--- src/design/jnp_pkg.sv ---
// Shared types and constants for the JSON number token parser.
`default_nettype none

package jnp_pkg;

   localparam int MANT_BITS     = 63;
   localparam int FRAC_OUT_BITS = 8;
   localparam int EXP_OUT_BITS  = 16;

   localparam logic [7:0] CHAR_MINUS   = 8'h2D;
   localparam logic [7:0] CHAR_PLUS    = 8'h2B;
   localparam logic [7:0] CHAR_DOT     = 8'h2E;
   localparam logic [7:0] CHAR_ZERO    = 8'h30;
   localparam logic [7:0] CHAR_NINE    = 8'h39;
   localparam logic [7:0] CHAR_EXP_LO  = 8'h65;
   localparam logic [7:0] CHAR_EXP_UP  = 8'h45;

   localparam logic [1:0] STATUS_OK        = 2'd0;
   localparam logic [1:0] STATUS_MISSING   = 2'd1;
   localparam logic [1:0] STATUS_SATURATED = 2'd2;

   typedef struct packed {
      logic [7:0] text_byte;
      logic       starts_number;
      logic       end_of_text;
   } req_item_type;

   typedef struct packed {
      logic                     is_integer;
      logic                     negative;
      logic [MANT_BITS-1:0]     mantissa;
      logic [FRAC_OUT_BITS-1:0] fraction_digits;
      logic                     exponent_negative;
      logic [EXP_OUT_BITS-1:0]  exponent_value;
      logic [1:0]               status;
      logic                     byte_consumed;
   } rsp_item_type;

endpackage

`default_nettype wire

--- src/design/jnp_channels.sv ---
// Valid/ready channel interfaces for text bytes in and number tokens out.
`default_nettype none

interface jnp_req_if;
   logic       valid;
   logic       ready;
   logic [7:0] text_byte;
   logic       starts_number;
   logic       end_of_text;

   modport source (output valid, output text_byte, output starts_number,
                   output end_of_text, input ready);
   modport sink   (input valid, input text_byte, input starts_number,
                   input end_of_text, output ready);
endinterface

interface jnp_rsp_if;
   logic                              valid;
   logic                              ready;
   logic                              is_integer;
   logic                              negative;
   logic [jnp_pkg::MANT_BITS-1:0]     mantissa;
   logic [jnp_pkg::FRAC_OUT_BITS-1:0] fraction_digits;
   logic                              exponent_negative;
   logic [jnp_pkg::EXP_OUT_BITS-1:0]  exponent_value;
   logic [1:0]                        status;
   logic                              byte_consumed;

   modport source (output valid, output is_integer, output negative, output mantissa,
                   output fraction_digits, output exponent_negative,
                   output exponent_value, output status, output byte_consumed,
                   input ready);
   modport sink   (input valid, input is_integer, input negative, input mantissa,
                   input fraction_digits, input exponent_negative,
                   input exponent_value, input status, input byte_consumed,
                   output ready);
endinterface

`default_nettype wire

--- src/design/jnp_in_stage.sv ---
// Input register that holds one text byte item ahead of the scanner.
`default_nettype none

module jnp_in_stage (
   input  wire                        clock,
   input  wire                        reset,
   input  wire                        in_valid,
   input  wire jnp_pkg::req_item_type in_item,
   output logic                       in_ready,
   input  wire                        advance,
   output logic                       held_valid,
   output jnp_pkg::req_item_type      held_item
);

   logic                  valid_ff, valid_in;
   jnp_pkg::req_item_type item_ff;

   // take a new item when empty or when the held one moves on this cycle
   assign in_ready = !valid_ff || advance;
   assign valid_in = (in_valid && in_ready) || (valid_ff && !advance);

   always_ff @(posedge clock) begin
      if (reset) begin
         valid_ff <= 1'b0;
      end else begin
         valid_ff <= valid_in;
      end
      if (in_valid && in_ready) begin
         item_ff <= in_item;
      end
   end

   assign held_valid = valid_ff;
   assign held_item  = item_ff;

endmodule

`default_nettype wire

--- src/design/jnp_scanner.sv ---
// Number grammar state machine with digit accumulation and result formatting.
`default_nettype none

module jnp_scanner #(
   parameter int EXP_BITS        = 16,
   parameter int FRAC_COUNT_BITS = 8
) (
   input  wire                        clock,
   input  wire                        reset,
   input  wire                        advance,
   input  wire jnp_pkg::req_item_type item,
   output logic                       emit,
   output jnp_pkg::rsp_item_type      result
);

   localparam int MB = jnp_pkg::MANT_BITS;
   localparam int FO = jnp_pkg::FRAC_OUT_BITS;
   localparam int EO = jnp_pkg::EXP_OUT_BITS;
   localparam int FW = (FRAC_COUNT_BITS > FO) ? FRAC_COUNT_BITS : FO;
   localparam int EW = (EXP_BITS > EO) ? EXP_BITS : EO;

   typedef enum logic [3:0] {
      PH_IDLE, PH_SIGN, PH_INT, PH_ZERO, PH_DOT, PH_FRAC, PH_EXP, PH_EXPSIGN, PH_EXPDIG
   } phase_type;

   phase_type                  phase_ff, phase_in;
   logic                       sign_ff, sign_in;
   logic [MB-1:0]              acc_ff, acc_in;
   logic                       intonly_ff, intonly_in;
   logic [FRAC_COUNT_BITS-1:0] frac_ff, frac_in;
   logic                       esign_ff, esign_in;
   logic [EXP_BITS-1:0]        eacc_ff, eacc_in;
   logic                       sat_ff, sat_in;

   logic [7:0]          c;
   logic                digit_hit;
   logic [3:0]          d;
   logic [MB+3:0]       mant_sum;
   logic                mant_full;
   logic [MB-1:0]       mant_next;
   logic [EXP_BITS+3:0] exp_sum;
   logic                exp_full;
   logic [EXP_BITS-1:0] exp_next;

   assign c         = item.text_byte;
   assign digit_hit = (c >= jnp_pkg::CHAR_ZERO) && (c <= jnp_pkg::CHAR_NINE);
   assign d         = 4'(c - jnp_pkg::CHAR_ZERO);

   // acc * 10 + d as two shifted adds; any carry above the field is overflow
   assign mant_sum  = ({4'd0, acc_ff} << 3) + ({4'd0, acc_ff} << 1) + (MB + 4)'(d);
   assign mant_full = |mant_sum[MB+3:MB];
   assign mant_next = mant_full ? {MB{1'b1}} : mant_sum[MB-1:0];

   assign exp_sum   = ({4'd0, eacc_ff} << 3) + ({4'd0, eacc_ff} << 1) + (EXP_BITS + 4)'(d);
   assign exp_full  = |exp_sum[EXP_BITS+3:EXP_BITS];
   assign exp_next  = exp_full ? {EXP_BITS{1'b1}} : exp_sum[EXP_BITS-1:0];

   phase_type cur;
   logic      reached;
   logic      err;
   logic      consumed;
   logic      is_exp_char;
   logic [FW-1:0] frac_wide;
   logic          frac_over;
   logic [EW-1:0] exp_wide;
   logic          exp_over;

   assign is_exp_char = (c == jnp_pkg::CHAR_EXP_LO) || (c == jnp_pkg::CHAR_EXP_UP);

   always_comb begin
      phase_in   = phase_ff;
      sign_in    = sign_ff;
      acc_in     = acc_ff;
      intonly_in = intonly_ff;
      frac_in    = frac_ff;
      esign_in   = esign_ff;
      eacc_in    = eacc_ff;
      sat_in     = sat_ff;
      emit       = 1'b0;
      err        = 1'b0;
      consumed   = 1'b0;
      reached    = 1'b0;
      cur        = phase_ff;
      if (advance) begin
         if (item.starts_number) begin
            sign_in    = 1'b0;
            acc_in     = '0;
            intonly_in = 1'b1;
            frac_in    = '0;
            esign_in   = 1'b0;
            eacc_in    = '0;
            sat_in     = 1'b0;
         end
         if (item.starts_number && c == jnp_pkg::CHAR_MINUS) begin
            sign_in  = 1'b1;
            phase_in = PH_SIGN;
            reached  = 1'b1;
         end else if (item.starts_number || phase_ff != PH_IDLE) begin
            cur     = item.starts_number ? PH_SIGN : phase_ff;
            reached = 1'b1;
            case (cur)
               PH_SIGN: begin
                  if (c == jnp_pkg::CHAR_ZERO) begin
                     phase_in = PH_ZERO;
                  end else if (digit_hit) begin
                     acc_in   = MB'(d);
                     phase_in = PH_INT;
                  end else begin
                     emit    = 1'b1;
                     err     = 1'b1;
                     reached = 1'b0;
                  end
               end
               PH_INT, PH_ZERO: begin
                  if (cur == PH_INT && digit_hit) begin
                     acc_in = mant_next;
                     if (mant_full) sat_in = 1'b1;
                  end else if (c == jnp_pkg::CHAR_DOT) begin
                     intonly_in = 1'b0;
                     phase_in   = PH_DOT;
                  end else if (is_exp_char) begin
                     intonly_in = 1'b0;
                     phase_in   = PH_EXP;
                  end else begin
                     emit    = 1'b1;
                     reached = 1'b0;
                  end
               end
               PH_DOT, PH_FRAC: begin
                  if (digit_hit) begin
                     acc_in = mant_next;
                     if (mant_full) sat_in = 1'b1;
                     if (&frac_ff) begin
                        sat_in = 1'b1;
                     end else begin
                        frac_in = frac_ff + FRAC_COUNT_BITS'(1);
                     end
                     phase_in = PH_FRAC;
                  end else if (cur == PH_DOT) begin
                     emit    = 1'b1;
                     err     = 1'b1;
                     reached = 1'b0;
                  end else if (is_exp_char) begin
                     phase_in = PH_EXP;
                  end else begin
                     emit    = 1'b1;
                     reached = 1'b0;
                  end
               end
               PH_EXP, PH_EXPSIGN, PH_EXPDIG: begin
                  if (cur == PH_EXP && c == jnp_pkg::CHAR_PLUS) begin
                     phase_in = PH_EXPSIGN;
                  end else if (cur == PH_EXP && c == jnp_pkg::CHAR_MINUS) begin
                     esign_in = 1'b1;
                     phase_in = PH_EXPSIGN;
                  end else if (digit_hit) begin
                     eacc_in = exp_next;
                     if (exp_full) sat_in = 1'b1;
                     phase_in = PH_EXPDIG;
                  end else begin
                     emit    = 1'b1;
                     err     = (cur != PH_EXPDIG);
                     reached = 1'b0;
                  end
               end
               default: begin
                  phase_in = PH_IDLE;
                  reached  = 1'b0;
               end
            endcase
         end
         // text ends inside the token: close it with this byte consumed
         if (reached && item.end_of_text) begin
            emit     = 1'b1;
            consumed = 1'b1;
            err      = !(phase_in inside {PH_INT, PH_ZERO, PH_FRAC, PH_EXPDIG});
         end
      end

      frac_wide = FW'(frac_in);
      frac_over = frac_wide > FW'({FO{1'b1}});
      exp_wide  = EW'(eacc_in);
      exp_over  = exp_wide > EW'({EO{1'b1}});

      result = '0;
      result.byte_consumed = consumed;
      if (err) begin
         result.status = jnp_pkg::STATUS_MISSING;
      end else begin
         result.is_integer        = intonly_in;
         result.negative          = sign_in;
         result.mantissa          = acc_in;
         result.fraction_digits   = frac_over ? {FO{1'b1}} : frac_wide[FO-1:0];
         result.exponent_negative = esign_in;
         result.exponent_value    = exp_over ? {EO{1'b1}} : exp_wide[EO-1:0];
         result.status            = (sat_in || frac_over || exp_over) ?
                                    jnp_pkg::STATUS_SATURATED : jnp_pkg::STATUS_OK;
      end

      // drop the token once its result goes out
      if (emit || (advance && cur == PH_IDLE && phase_in == PH_IDLE)) begin
         phase_in   = PH_IDLE;
         sign_in    = 1'b0;
         acc_in     = '0;
         intonly_in = 1'b1;
         frac_in    = '0;
         esign_in   = 1'b0;
         eacc_in    = '0;
         sat_in     = 1'b0;
      end
   end

   always_ff @(posedge clock) begin
      if (reset) begin
         phase_ff   <= PH_IDLE;
         sign_ff    <= 1'b0;
         acc_ff     <= '0;
         intonly_ff <= 1'b1;
         frac_ff    <= '0;
         esign_ff   <= 1'b0;
         eacc_ff    <= '0;
         sat_ff     <= 1'b0;
      end else begin
         phase_ff   <= phase_in;
         sign_ff    <= sign_in;
         acc_ff     <= acc_in;
         intonly_ff <= intonly_in;
         frac_ff    <= frac_in;
         esign_ff   <= esign_in;
         eacc_ff    <= eacc_in;
         sat_ff     <= sat_in;
      end
   end

   a_emit_needs_item: assert property (@(posedge clock) disable iff (reset)
      emit |-> advance)
      else $error("result produced without an item");

   a_emit_goes_idle: assert property (@(posedge clock) disable iff (reset)
      emit |=> (phase_ff == PH_IDLE) && (acc_ff == '0) && !sat_ff)
      else $error("token state not cleared after result");

   a_missing_fields_zero: assert property (@(posedge clock) disable iff (reset)
      (emit && result.status == jnp_pkg::STATUS_MISSING) |->
         (result.mantissa == '0) && !result.is_integer && !result.negative)
      else $error("missing-digit result carries token fields");

   a_hold_without_item: assert property (@(posedge clock) disable iff (reset)
      !advance |=> $stable(phase_ff) && $stable(acc_ff) && $stable(eacc_ff))
      else $error("token state moved without an item");

endmodule

`default_nettype wire

--- src/design/jnp_out_stage.sv ---
// Result register that holds one token item until the consumer takes it.
`default_nettype none

module jnp_out_stage (
   input  wire                        clock,
   input  wire                        reset,
   input  wire                        load,
   input  wire jnp_pkg::rsp_item_type load_item,
   output logic                       can_take,
   output logic                       out_valid,
   output jnp_pkg::rsp_item_type      out_item,
   input  wire                        out_ready
);

   logic                  valid_ff, valid_in;
   jnp_pkg::rsp_item_type item_ff;

   assign can_take = !valid_ff || out_ready;
   assign valid_in = load || (valid_ff && !out_ready);

   always_ff @(posedge clock) begin
      if (reset) begin
         valid_ff <= 1'b0;
      end else begin
         valid_ff <= valid_in;
      end
      if (load) begin
         item_ff <= load_item;
      end
   end

   assign out_valid = valid_ff;
   assign out_item  = item_ff;

   a_no_overwrite: assert property (@(posedge clock) disable iff (reset)
      load |-> (!valid_ff || out_ready))
      else $error("pending result overwritten");

endmodule

`default_nettype wire

--- src/design/json_number_token_parser.sv ---
// Top level of the JSON number token parser.
// Scans a JSON number one text byte per item and returns one token item when
// a byte ends the number or the text ends. A byte is taken every cycle when
// the result side keeps up; a byte goes from the input register through the
// scanner into the result register. The rate is set by the per-byte digit
// update: a times-ten shift-add on the 63-bit mantissa and the exponent,
// fed back into the token state. No result comes for bytes inside a number;
// a byte that ends the number without belonging to it is dropped
// (byte_consumed 0), so the next token must be flagged with starts_number.
`default_nettype none

module json_number_token_parser #(
   parameter int EXP_BITS        = 16,
   parameter int FRAC_COUNT_BITS = 8
) (
   input  wire        clock,
   input  wire        reset,
   jnp_req_if.sink    req_chan,
   jnp_rsp_if.source  rsp_chan
);

   jnp_pkg::req_item_type req_item;
   jnp_pkg::req_item_type held_item;
   jnp_pkg::rsp_item_type scan_result;
   jnp_pkg::rsp_item_type out_item;
   logic                  held_valid;
   logic                  out_free;
   logic                  advance;
   logic                  emit;
   logic                  out_valid;

   assign req_item.text_byte     = req_chan.text_byte;
   assign req_item.starts_number = req_chan.starts_number;
   assign req_item.end_of_text   = req_chan.end_of_text;

   // move the held byte through the scanner when the result slot is free
   assign advance = held_valid && out_free;

   jnp_in_stage u_in (
      .clock      (clock),
      .reset      (reset),
      .in_valid   (req_chan.valid),
      .in_item    (req_item),
      .in_ready   (req_chan.ready),
      .advance    (advance),
      .held_valid (held_valid),
      .held_item  (held_item)
   );

   jnp_scanner #(
      .EXP_BITS        (EXP_BITS),
      .FRAC_COUNT_BITS (FRAC_COUNT_BITS)
   ) u_scan (
      .clock   (clock),
      .reset   (reset),
      .advance (advance),
      .item    (held_item),
      .emit    (emit),
      .result  (scan_result)
   );

   jnp_out_stage u_out (
      .clock     (clock),
      .reset     (reset),
      .load      (emit),
      .load_item (scan_result),
      .can_take  (out_free),
      .out_valid (out_valid),
      .out_item  (out_item),
      .out_ready (rsp_chan.ready)
   );

   assign rsp_chan.valid             = out_valid;
   assign rsp_chan.is_integer        = out_item.is_integer;
   assign rsp_chan.negative          = out_item.negative;
   assign rsp_chan.mantissa          = out_item.mantissa;
   assign rsp_chan.fraction_digits   = out_item.fraction_digits;
   assign rsp_chan.exponent_negative = out_item.exponent_negative;
   assign rsp_chan.exponent_value    = out_item.exponent_value;
   assign rsp_chan.status            = out_item.status;
   assign rsp_chan.byte_consumed     = out_item.byte_consumed;

endmodule

`default_nettype wire

--- src/flat_wrapper.sv ---
// flat-port wrapper written by rule: the top's interface ports become plain ports
module json_number_token_parser_flat 
#(
   parameter int EXP_BITS        = 16,
   parameter int FRAC_COUNT_BITS = 8
)
  (clock, reset, req_chan_valid, req_chan_text_byte, req_chan_starts_number, req_chan_end_of_text, req_chan_ready, rsp_chan_valid, rsp_chan_is_integer, rsp_chan_negative, rsp_chan_mantissa, rsp_chan_fraction_digits, rsp_chan_exponent_negative, rsp_chan_exponent_value, rsp_chan_status, rsp_chan_byte_consumed, rsp_chan_ready);
  jnp_req_if req_chan_i ();
  jnp_rsp_if rsp_chan_i ();
  input  wire clock;
  input  wire reset;
  input wire logic [$bits(req_chan_i.valid)-1:0] req_chan_valid;
  input wire logic [$bits(req_chan_i.text_byte)-1:0] req_chan_text_byte;
  input wire logic [$bits(req_chan_i.starts_number)-1:0] req_chan_starts_number;
  input wire logic [$bits(req_chan_i.end_of_text)-1:0] req_chan_end_of_text;
  output wire logic [$bits(req_chan_i.ready)-1:0] req_chan_ready;
  output wire logic [$bits(rsp_chan_i.valid)-1:0] rsp_chan_valid;
  output wire logic [$bits(rsp_chan_i.is_integer)-1:0] rsp_chan_is_integer;
  output wire logic [$bits(rsp_chan_i.negative)-1:0] rsp_chan_negative;
  output wire logic [$bits(rsp_chan_i.mantissa)-1:0] rsp_chan_mantissa;
  output wire logic [$bits(rsp_chan_i.fraction_digits)-1:0] rsp_chan_fraction_digits;
  output wire logic [$bits(rsp_chan_i.exponent_negative)-1:0] rsp_chan_exponent_negative;
  output wire logic [$bits(rsp_chan_i.exponent_value)-1:0] rsp_chan_exponent_value;
  output wire logic [$bits(rsp_chan_i.status)-1:0] rsp_chan_status;
  output wire logic [$bits(rsp_chan_i.byte_consumed)-1:0] rsp_chan_byte_consumed;
  input wire logic [$bits(rsp_chan_i.ready)-1:0] rsp_chan_ready;
  assign req_chan_i.valid = req_chan_valid;
  assign req_chan_i.text_byte = req_chan_text_byte;
  assign req_chan_i.starts_number = req_chan_starts_number;
  assign req_chan_i.end_of_text = req_chan_end_of_text;
  assign req_chan_ready = req_chan_i.ready;
  assign rsp_chan_valid = rsp_chan_i.valid;
  assign rsp_chan_is_integer = rsp_chan_i.is_integer;
  assign rsp_chan_negative = rsp_chan_i.negative;
  assign rsp_chan_mantissa = rsp_chan_i.mantissa;
  assign rsp_chan_fraction_digits = rsp_chan_i.fraction_digits;
  assign rsp_chan_exponent_negative = rsp_chan_i.exponent_negative;
  assign rsp_chan_exponent_value = rsp_chan_i.exponent_value;
  assign rsp_chan_status = rsp_chan_i.status;
  assign rsp_chan_byte_consumed = rsp_chan_i.byte_consumed;
  assign rsp_chan_i.ready = rsp_chan_ready;
  json_number_token_parser #(.EXP_BITS(EXP_BITS), .FRAC_COUNT_BITS(FRAC_COUNT_BITS)) u_core (.clock(clock), .reset(reset), .req_chan(req_chan_i), .rsp_chan(rsp_chan_i));
endmodule
--- config.mk ---
export PLATFORM = sky130hd
export DESIGN_NAME = json_number_token_parser_flat
export DESIGN_NICKNAME = d
export VERILOG_FILES = /design/src/design/jnp_pkg.sv /design/src/design/jnp_channels.sv /design/src/design/jnp_in_stage.sv /design/src/design/jnp_scanner.sv /design/src/design/jnp_out_stage.sv /design/src/design/json_number_token_parser.sv /design/src/flat_wrapper.sv
export SDC_FILE = /design/constraint.sdc
export NUM_CORES = 1
export LEC_CHECK = 0
export BUFFER_PORTS_ARGS = -buffer_cell sky130_fd_sc_hd__buf_2
export CORE_AREA = 4 4 197 199
export CTS_CLUSTER_DIAMETER = 100
export CTS_CLUSTER_SIZE = 24
export DETAILED_ROUTE_END_ITERATION = 12
export DIE_AREA = 0 0 201 203
export PLACE_DENSITY_LB_ADDON = 0.2
export SLEW_MARGIN = 40
export SYNTH_ARGS = -nofsm -noshare
export SYNTH_HDL_FRONTEND = slang
export SYNTH_HIERARCHICAL = 1
export SYNTH_SLANG_ARGS = --single-unit
--- constraint.sdc ---
create_clock -name clock -period 8.44 [get_ports clock]
set_input_delay 0.422 -clock clock [delete_from_list [all_inputs] [get_ports clock]]
set_output_delay 0.422 -clock clock [all_outputs]
set_load 0.01 [all_outputs]
Word-level counts from Yosys, hierarchy flattened
Index checks and enable logic that the tools add are counted.
- bits in registers: 200
- bits in latches: 0
- bits in writable memories: 0
- memory bits (read-only): 0
- input port bits: 14
- memories: 0
- add/subtract/negate cells: 6
- $mul: 0
- divide/modulo/power cells: 0
- order comparisons: 4
- equality and inequality tests: 19
- shift operators: 0
- muxes and demuxes: 117
- bitwise operators: 0
- reductions and logical operators: 37
- operators by type and width (cell ; number):
    63-bit two-way mux ; 9
    63-bit case mux with 3 select lines ; 1
    16-bit two-way mux ; 10
    4-bit two-way mux ; 18
    66-bit by 64-bit adder with 67-bit output ; 1
    67-bit by 4-bit adder with 67-bit output ; 1
    1-bit two-way mux ; 65
    8-bit two-way mux ; 8
    8-bit by 6-bit == test with 1-bit output (second input constant) ; 4
    19-bit by 17-bit adder with 20-bit output ; 1
    20-bit by 4-bit adder with 20-bit output ; 1
    4-bit by 3-bit == test with 1-bit output (second input constant) ; 5
    4-bit by 2-bit == test with 1-bit output (second input constant) ; 4
    8-bit by 7-bit == test with 1-bit output (second input constant) ; 2
    16-bit > comparator (second input constant) ; 1
    4-bit case mux with 4 select lines ; 1
    1-bit logical AND ; 12
    1-bit logical OR ; 9
    8-bit by 1-bit adder with 8-bit output (second input constant) ; 1
    4-bit == test (second input constant) ; 2
    8-bit by 6-bit greater-or-equal comparator with 1-bit output (second input constant) ; 1
    8-bit > comparator (second input constant) ; 1
    8-bit by 6-bit less-or-equal comparator with 1-bit output (second input constant) ; 1
    4-bit logical NOT ; 2
    other kinds (12) ; 22

Logic depth before layout (Yosys ltp)
- depth in word-level cells: 14
- depth in mapped cells: 16
- depth with buffers taken out: 15

Hierarchy
The synthesis kept the hierarchy.
- by module, submodules not included (module ; instances ; cells an instance ; area each (µm²) ; seq. area each (µm²)):
    jnp_scanner ; 1 ; 1630 ; 11483.5 ; 1901.8
    jnp_out_stage ; 1 ; 97 ; 2839.0 ; 2812.7
    jnp_in_stage ; 1 ; 15 ; 355.3 ; 320.3
    json_number_token_parser ; 1 ; 1 ; 6.3 ; 0.0

Worst setup path before layout
Ideal clock, no wire load.
- path kind: reg2reg
- start point: reg u_core.u_in.item_ff (netlist bit u_core/u_in/held_item[1])
- end point: reg u_core.u_scan.eacc_ff[15]
- library setup time: 0.122 ns
- arrival: 7.216 ns
- required time: 8.318 ns
- slack: 1.102 ns
- cell stages (with the launch flop): 14
- path through: edfxtp_1 > clkbuf_1 > nor2_1 > nand4_1 > nor4_1 > o21ai_0 > nand2_1 > o31ai_1 > a21oi_1 > or2_1 > a21o_1 > buf_2 > buf_2 > nor2_1
- cells in the longest elaborated chain, start to end: 14
- elaborated cells between the ends (all ways): 64
- those cells by class: eq/ne: 8; mux: 41; reduce/logical: 15
- RTL lines (item ; RTL line ; source):
    start, declared ; jnp_in_stage.sv:16 ; jnp_pkg::req_item_type item_ff;
    start signal, assigned ; jnp_in_stage.sv:29 ; item_ff <= in_item;
    4-bit two-way mux ; jnp_scanner.sv:99 ; cur = item.starts_number ? PH_SIGN : phase_ff;
    4-bit by 3-bit == test with 1-bit output ; jnp_scanner.sv:101, jnp_scanner.sv:151, jnp_scanner.sv:153 ;
    1-bit logical AND ; jnp_scanner.sv:153 ; end else if (cur == PH_EXP && c == jnp_pkg::CHAR_MINUS) begin
    1-bit two-way mux ; jnp_scanner.sv:153 ;
    1-bit two-way mux ; jnp_scanner.sv:151 ; if (cur == PH_EXP && c == jnp_pkg::CHAR_PLUS) begin
    1-bit case mux with 4 select lines ; jnp_scanner.sv:101 ; case (cur)
    1-bit two-way mux ; jnp_scanner.sv:98 ; end else if (item.starts_number || phase_ff != PH_IDLE) begin
    1-bit two-way mux ; jnp_scanner.sv:94 ; if (item.starts_number && c == jnp_pkg::CHAR_MINUS) begin
    1-bit two-way mux ; jnp_scanner.sv:84 ; if (advance) begin
    1-bit logical AND ; jnp_scanner.sv:173 ; if (reached && item.end_of_text) begin
    1-bit two-way mux (*) ; jnp_scanner.sv:173 ;
    1-bit two-way mux (*) ; jnp_scanner.sv:84 ;
    named net u_core.emit ; json_number_token_parser.sv:29 ; logic emit;
    1-bit logical OR (*) ; jnp_scanner.sv:201 ; if (emit || (advance && cur == PH_IDLE && phase_in == PH_IDLE)) begin
    2-bit OR reduction (no line) (*) ; - ;
    end signal, assigned ; jnp_scanner.sv:230 ; eacc_ff <= eacc_in;
    end, declared ; jnp_scanner.sv:32 ; logic [EXP_BITS-1:0] eacc_ff, eacc_in;
Mark *: on every way through the listed nets, which the timed path passes. The rest lies on a longest branch. The select of a mux whose other input is x is not followed.
A chain may end at the register's enable or synchronous reset.

Final worst setup path
- start point: reg u_core.u_in.item_ff (netlist bit u_core/u_in/held_item[5])
- end point: reg u_core.u_out.item_ff (netlist bit u_core/u_out/out_item[30]) (data pin)
- cells in the longest elaborated chain, start to end: 14
- elaborated cells between the ends (all ways): 71
- those cells by class: add/sub: 2; order compare: 2; eq/ne: 10; mux: 47; reduce/logical: 10
- RTL lines (item ; RTL line ; source):
    parallel branches: the longest is 14 deep, another holds 67-bit by 4-bit adder with 67-bit output ; - ;
    end signal, assigned ; jnp_out_stage.sv:28 ; item_ff <= load_item;
    end, declared ; jnp_out_stage.sv:16 ; jnp_pkg::rsp_item_type item_ff;
Parallel ways; which one is timed is not known. The select of a mux whose other input is x is not followed.

==> flow_metrics.tcl <==
set metrics [dict create \
    grt_pass1_wl_um 72400 \
    ys_types 79 \
    hold_viol 0 \
    synth_edf_count 103 \
    design.final.nets 1963 \
    yosys_most_used_dff "edfxtp_1" \
    irDropWorstVdd_v 0.000153 \
    core_area_um2 37200 \
    worstPathArrival_ps 5510 \
    vias 13400 \
    syn_to_final_growth_pct 10.1 \
    rows 71 \
    postSynthAreaPerCell_um2 8.42 \
    cap_viol_max_count 0 \
    grt_use_total_pct 21.9 \
    grt_pass1_vias 13000 \
    gr-total-overflow 0 \
    grt_max_degree 60 \
    die_y_um 203 \
    clock_skew_ps 17.9 \
    path_cells "fa_1 -> ha_1 -> a21o_1 -> and4_1 -> o21ai_0 -> a21oi_1 -> o31ai_2 -> a41oi_1 -> or3_1 -> a211oi_4 -> buf_4 -> nand2_1 -> o31ai_1 -> o32ai_1" \
    end_kind "flop" \
    synth_top_area_share_pct 21.1 \
    post_cts_resized 0 \
    io_buffers 108 \
    setup-tns-final_ps 0 \
    outcome "finished clean" \
    fmax_ghz 0.188 \
    cts_root_buf "clkbuf_16" \
    dp_hpwl_um 32900 \
    layout-drive-gt1-share_pct 11.9 \
    fin_ws_ps 3130 \
    relSlewSlack_pct 44.9 \
    dieArea_um2 40800 \
    switching_share_pct 28.8 \
    p_total_uw 2120 \
    synth_top_area_cell "edfxtp_1" \
    start_kind "flop" \
    die_w_um 201 \
    intPower_uw 1510 \
    clkTransAtPathRegs_ps 80 \
    clockBufferDepth 2 \
    netlist_area_um2 14700 \
    synth_seq_area_share_pct 34.3 \
    crit_slowest_cell "buf_4" \
    hold_class "input pin to flop" \
    power_frac_comb_pct 10.6 \
    p_seq_share_pct 49.8 \
    cts_tree "yes" \
    period_needed_ps 5310 \
    leakage_uw 0.00696 \
    dp_slack_ps 3220 \
    initial_utilization_pct 39.5 \
    crit_family "compound AO/OA/AOI/OAI gates" \
    synth_top_cells_by_area "edfxtp_1, ha_1, dfxtp_1" \
    syn_inst 1743 \
    maxSlewViolCount 0 \
    min_period_over_period_pct 63.0 \
    cts.sink_count 200 \
    antenna_found_initial 0 \
    dr.pass1.iters 5 \
    post-cts-setup-buffers 0 \
    yosys_warnings 6 \
    tightest_slew_ps 823 \
    clock_latency_ps 470 \
    synth_fp_nets 1918 \
    pwr-share-clk_pct 39.6 \
    htree_levels 4 \
    final_cell_mix "nor2_1, a21oi_1, ha_1, nand2_1, o21ai_0" \
    ys_seq_elements 200 \
    final_cells 2275 \
    drc_errors 0 \
    setup_viol 0 \
    final_core_util_pct 43.4 \
    p_switching_uw 609 \
    critical_path_class "flop to flop" \
    crit_required_ps 8640 \
    gp_congestion 0.907 \
    drtIter0Drc 1106 \
    final_common_cell "nor2_1" \
    p_per_area_nw_per_um2 131 \
    critical_path.max_fanout 59 \
    ctsHoldBuffers 0 \
    numCtsBuffers 17 \
    rsz0062_at_grt "false" \
    ys_async_sr_fraction_pct 0 \
    critical_path_buf_inv_count 1 \
    wl_per_cell_um 20.0 \
    io_pins 109 \
    insertedDiodeCount 0 \
    place_inst 2243 \
    antenna_left 0 \
    viasPerCell 5.89 \
    cp_slowest_stage_delay_ps 650 \
    wl_um 45500 \
]
-- per-stage QoR --
step	instance area, um2	hold slack (ps)
6_report	16200	130
2_1_floorplan	14700	443
5_1_grt	16200	109
4_1_cts	16200	99.6
3_3_place_gp	15600	478
3_5_place_dp	15600	482
-- final timing paths --
kind	to	slack (ps)	depth (start not counted)	from
worst min register to register	u_core/u_out/out_valid$_SDFF_PP0_	490	2	u_core/u_out/out_valid$_SDFF_PP0_
worst min-delay path	u_core/u_in/held_item[1]$_DFFE_PP_	130	1	req_chan_starts_number
worst max-delay path	u_core/u_out/out_item[30]$_DFFE_PP_	3130	14	u_core/u_in/held_item[5]$_DFFE_PP_
worst max register to register	u_core/u_out/out_item[30]$_DFFE_PP_	3130	14	u_core/u_in/held_item[5]$_DFFE_PP_
-- power groups by stage --
stage	registers, uW	logic, uW	clock network (uW)
3_5_place_dp	1080	223	0
3_3_place_gp	1080	220	0
5_1_grt	1060	246	906
2_1_floorplan	1080	141	0
4_1_cts	1050	224	865
6_report	1050	224	838
-- final cells by class --
type,count,area [um2]
Clock inverter,14,163
Tap cell,474,593
Sequential cell,200,5030
Inverter,48,180
Multi-Input combinational cell,1391,9060
Fill cell,3725,21100
Timing Repair Buffer,130,706
Clock buffer,18,429
-- cells in the mapped netlist (7+ instances only) --
cell type and count:
nor2_1 243, a21oi_1 223, ha_1 157, nand2_1 135, o21ai_0 114, edfxtp_1 103, dfxtp_1 97, clkbuf_1 66
inv_1 47, xnor2_1 46, nand4_1 38, nand3_1 34, buf_2 27, nor3_1 26, and2_1 24, a21o_1 23
xor2_1 23, o21a_1 17, and3_1 16, a211oi_1 15, a31oi_1 15, o21bai_1 15, o211ai_1 14, or2_2 14
a221oi_1 11, nand2b_1 10, nor2b_1 10, or3_1 10, mux2i_1 9, o221ai_1 9, nor4_1 8, o21ai_1 8
a22oi_1 7
-- cell families after synthesis --
logic type	after synthesis	share of synthesized area [%]
flip-flops	200	34.3
buffers and inverters	152	4.40
AO/OA/AOI/OAI	550	23.5
XOR/XNOR	69	4.12
AND/OR/NAND/NOR	602	19.2
adder cells (fa/ha/maj)	161	13.9
multiplexers	9	0.614
-- metal layers --
layer	track usage (%)	routed length, um	up-vias
met5	0	0	-
met4	6.71	977	0
met3	3.69	2390	57
met2	36.2	21100	367
met1	29.6	21100	6489
li1	-	-	6482
-- worst register-to-register path, cell delays in order, from the launching register on --
cell      delay, ps
edfxtp_1        540
fa_1            560
ha_1            310
a21o_1          190
and4_1          220
o21ai_0         290
a21oi_1         220
o31ai_2         400
a41oi_1         240
or3_1           430
a211oi_4        330
buf_4           650
nand2_1         190
o31ai_1         360
o32ai_1         130
-- sequential cells by signal, indices dropped and copies added (netlist names) --
register / flops
u_core/u_in/held_item: 10
u_core/u_scan/sat_ff: 1
u_core/u_out/out_valid: 1
u_core/u_scan/frac_ff: 8
u_core/u_scan/acc_ff: 63
u_core/u_out/out_item: 93
u_core/u_scan/intonly_ff: 1
u_core/u_scan/esign_ff: 1
u_core/u_scan/eacc_ff: 16
u_core/u_scan/phase_ff: 4
u_core/u_scan/sign_ff: 1
u_core/u_in/held_valid: 1
Note: power is estimated with default switching activity, not from simulation.
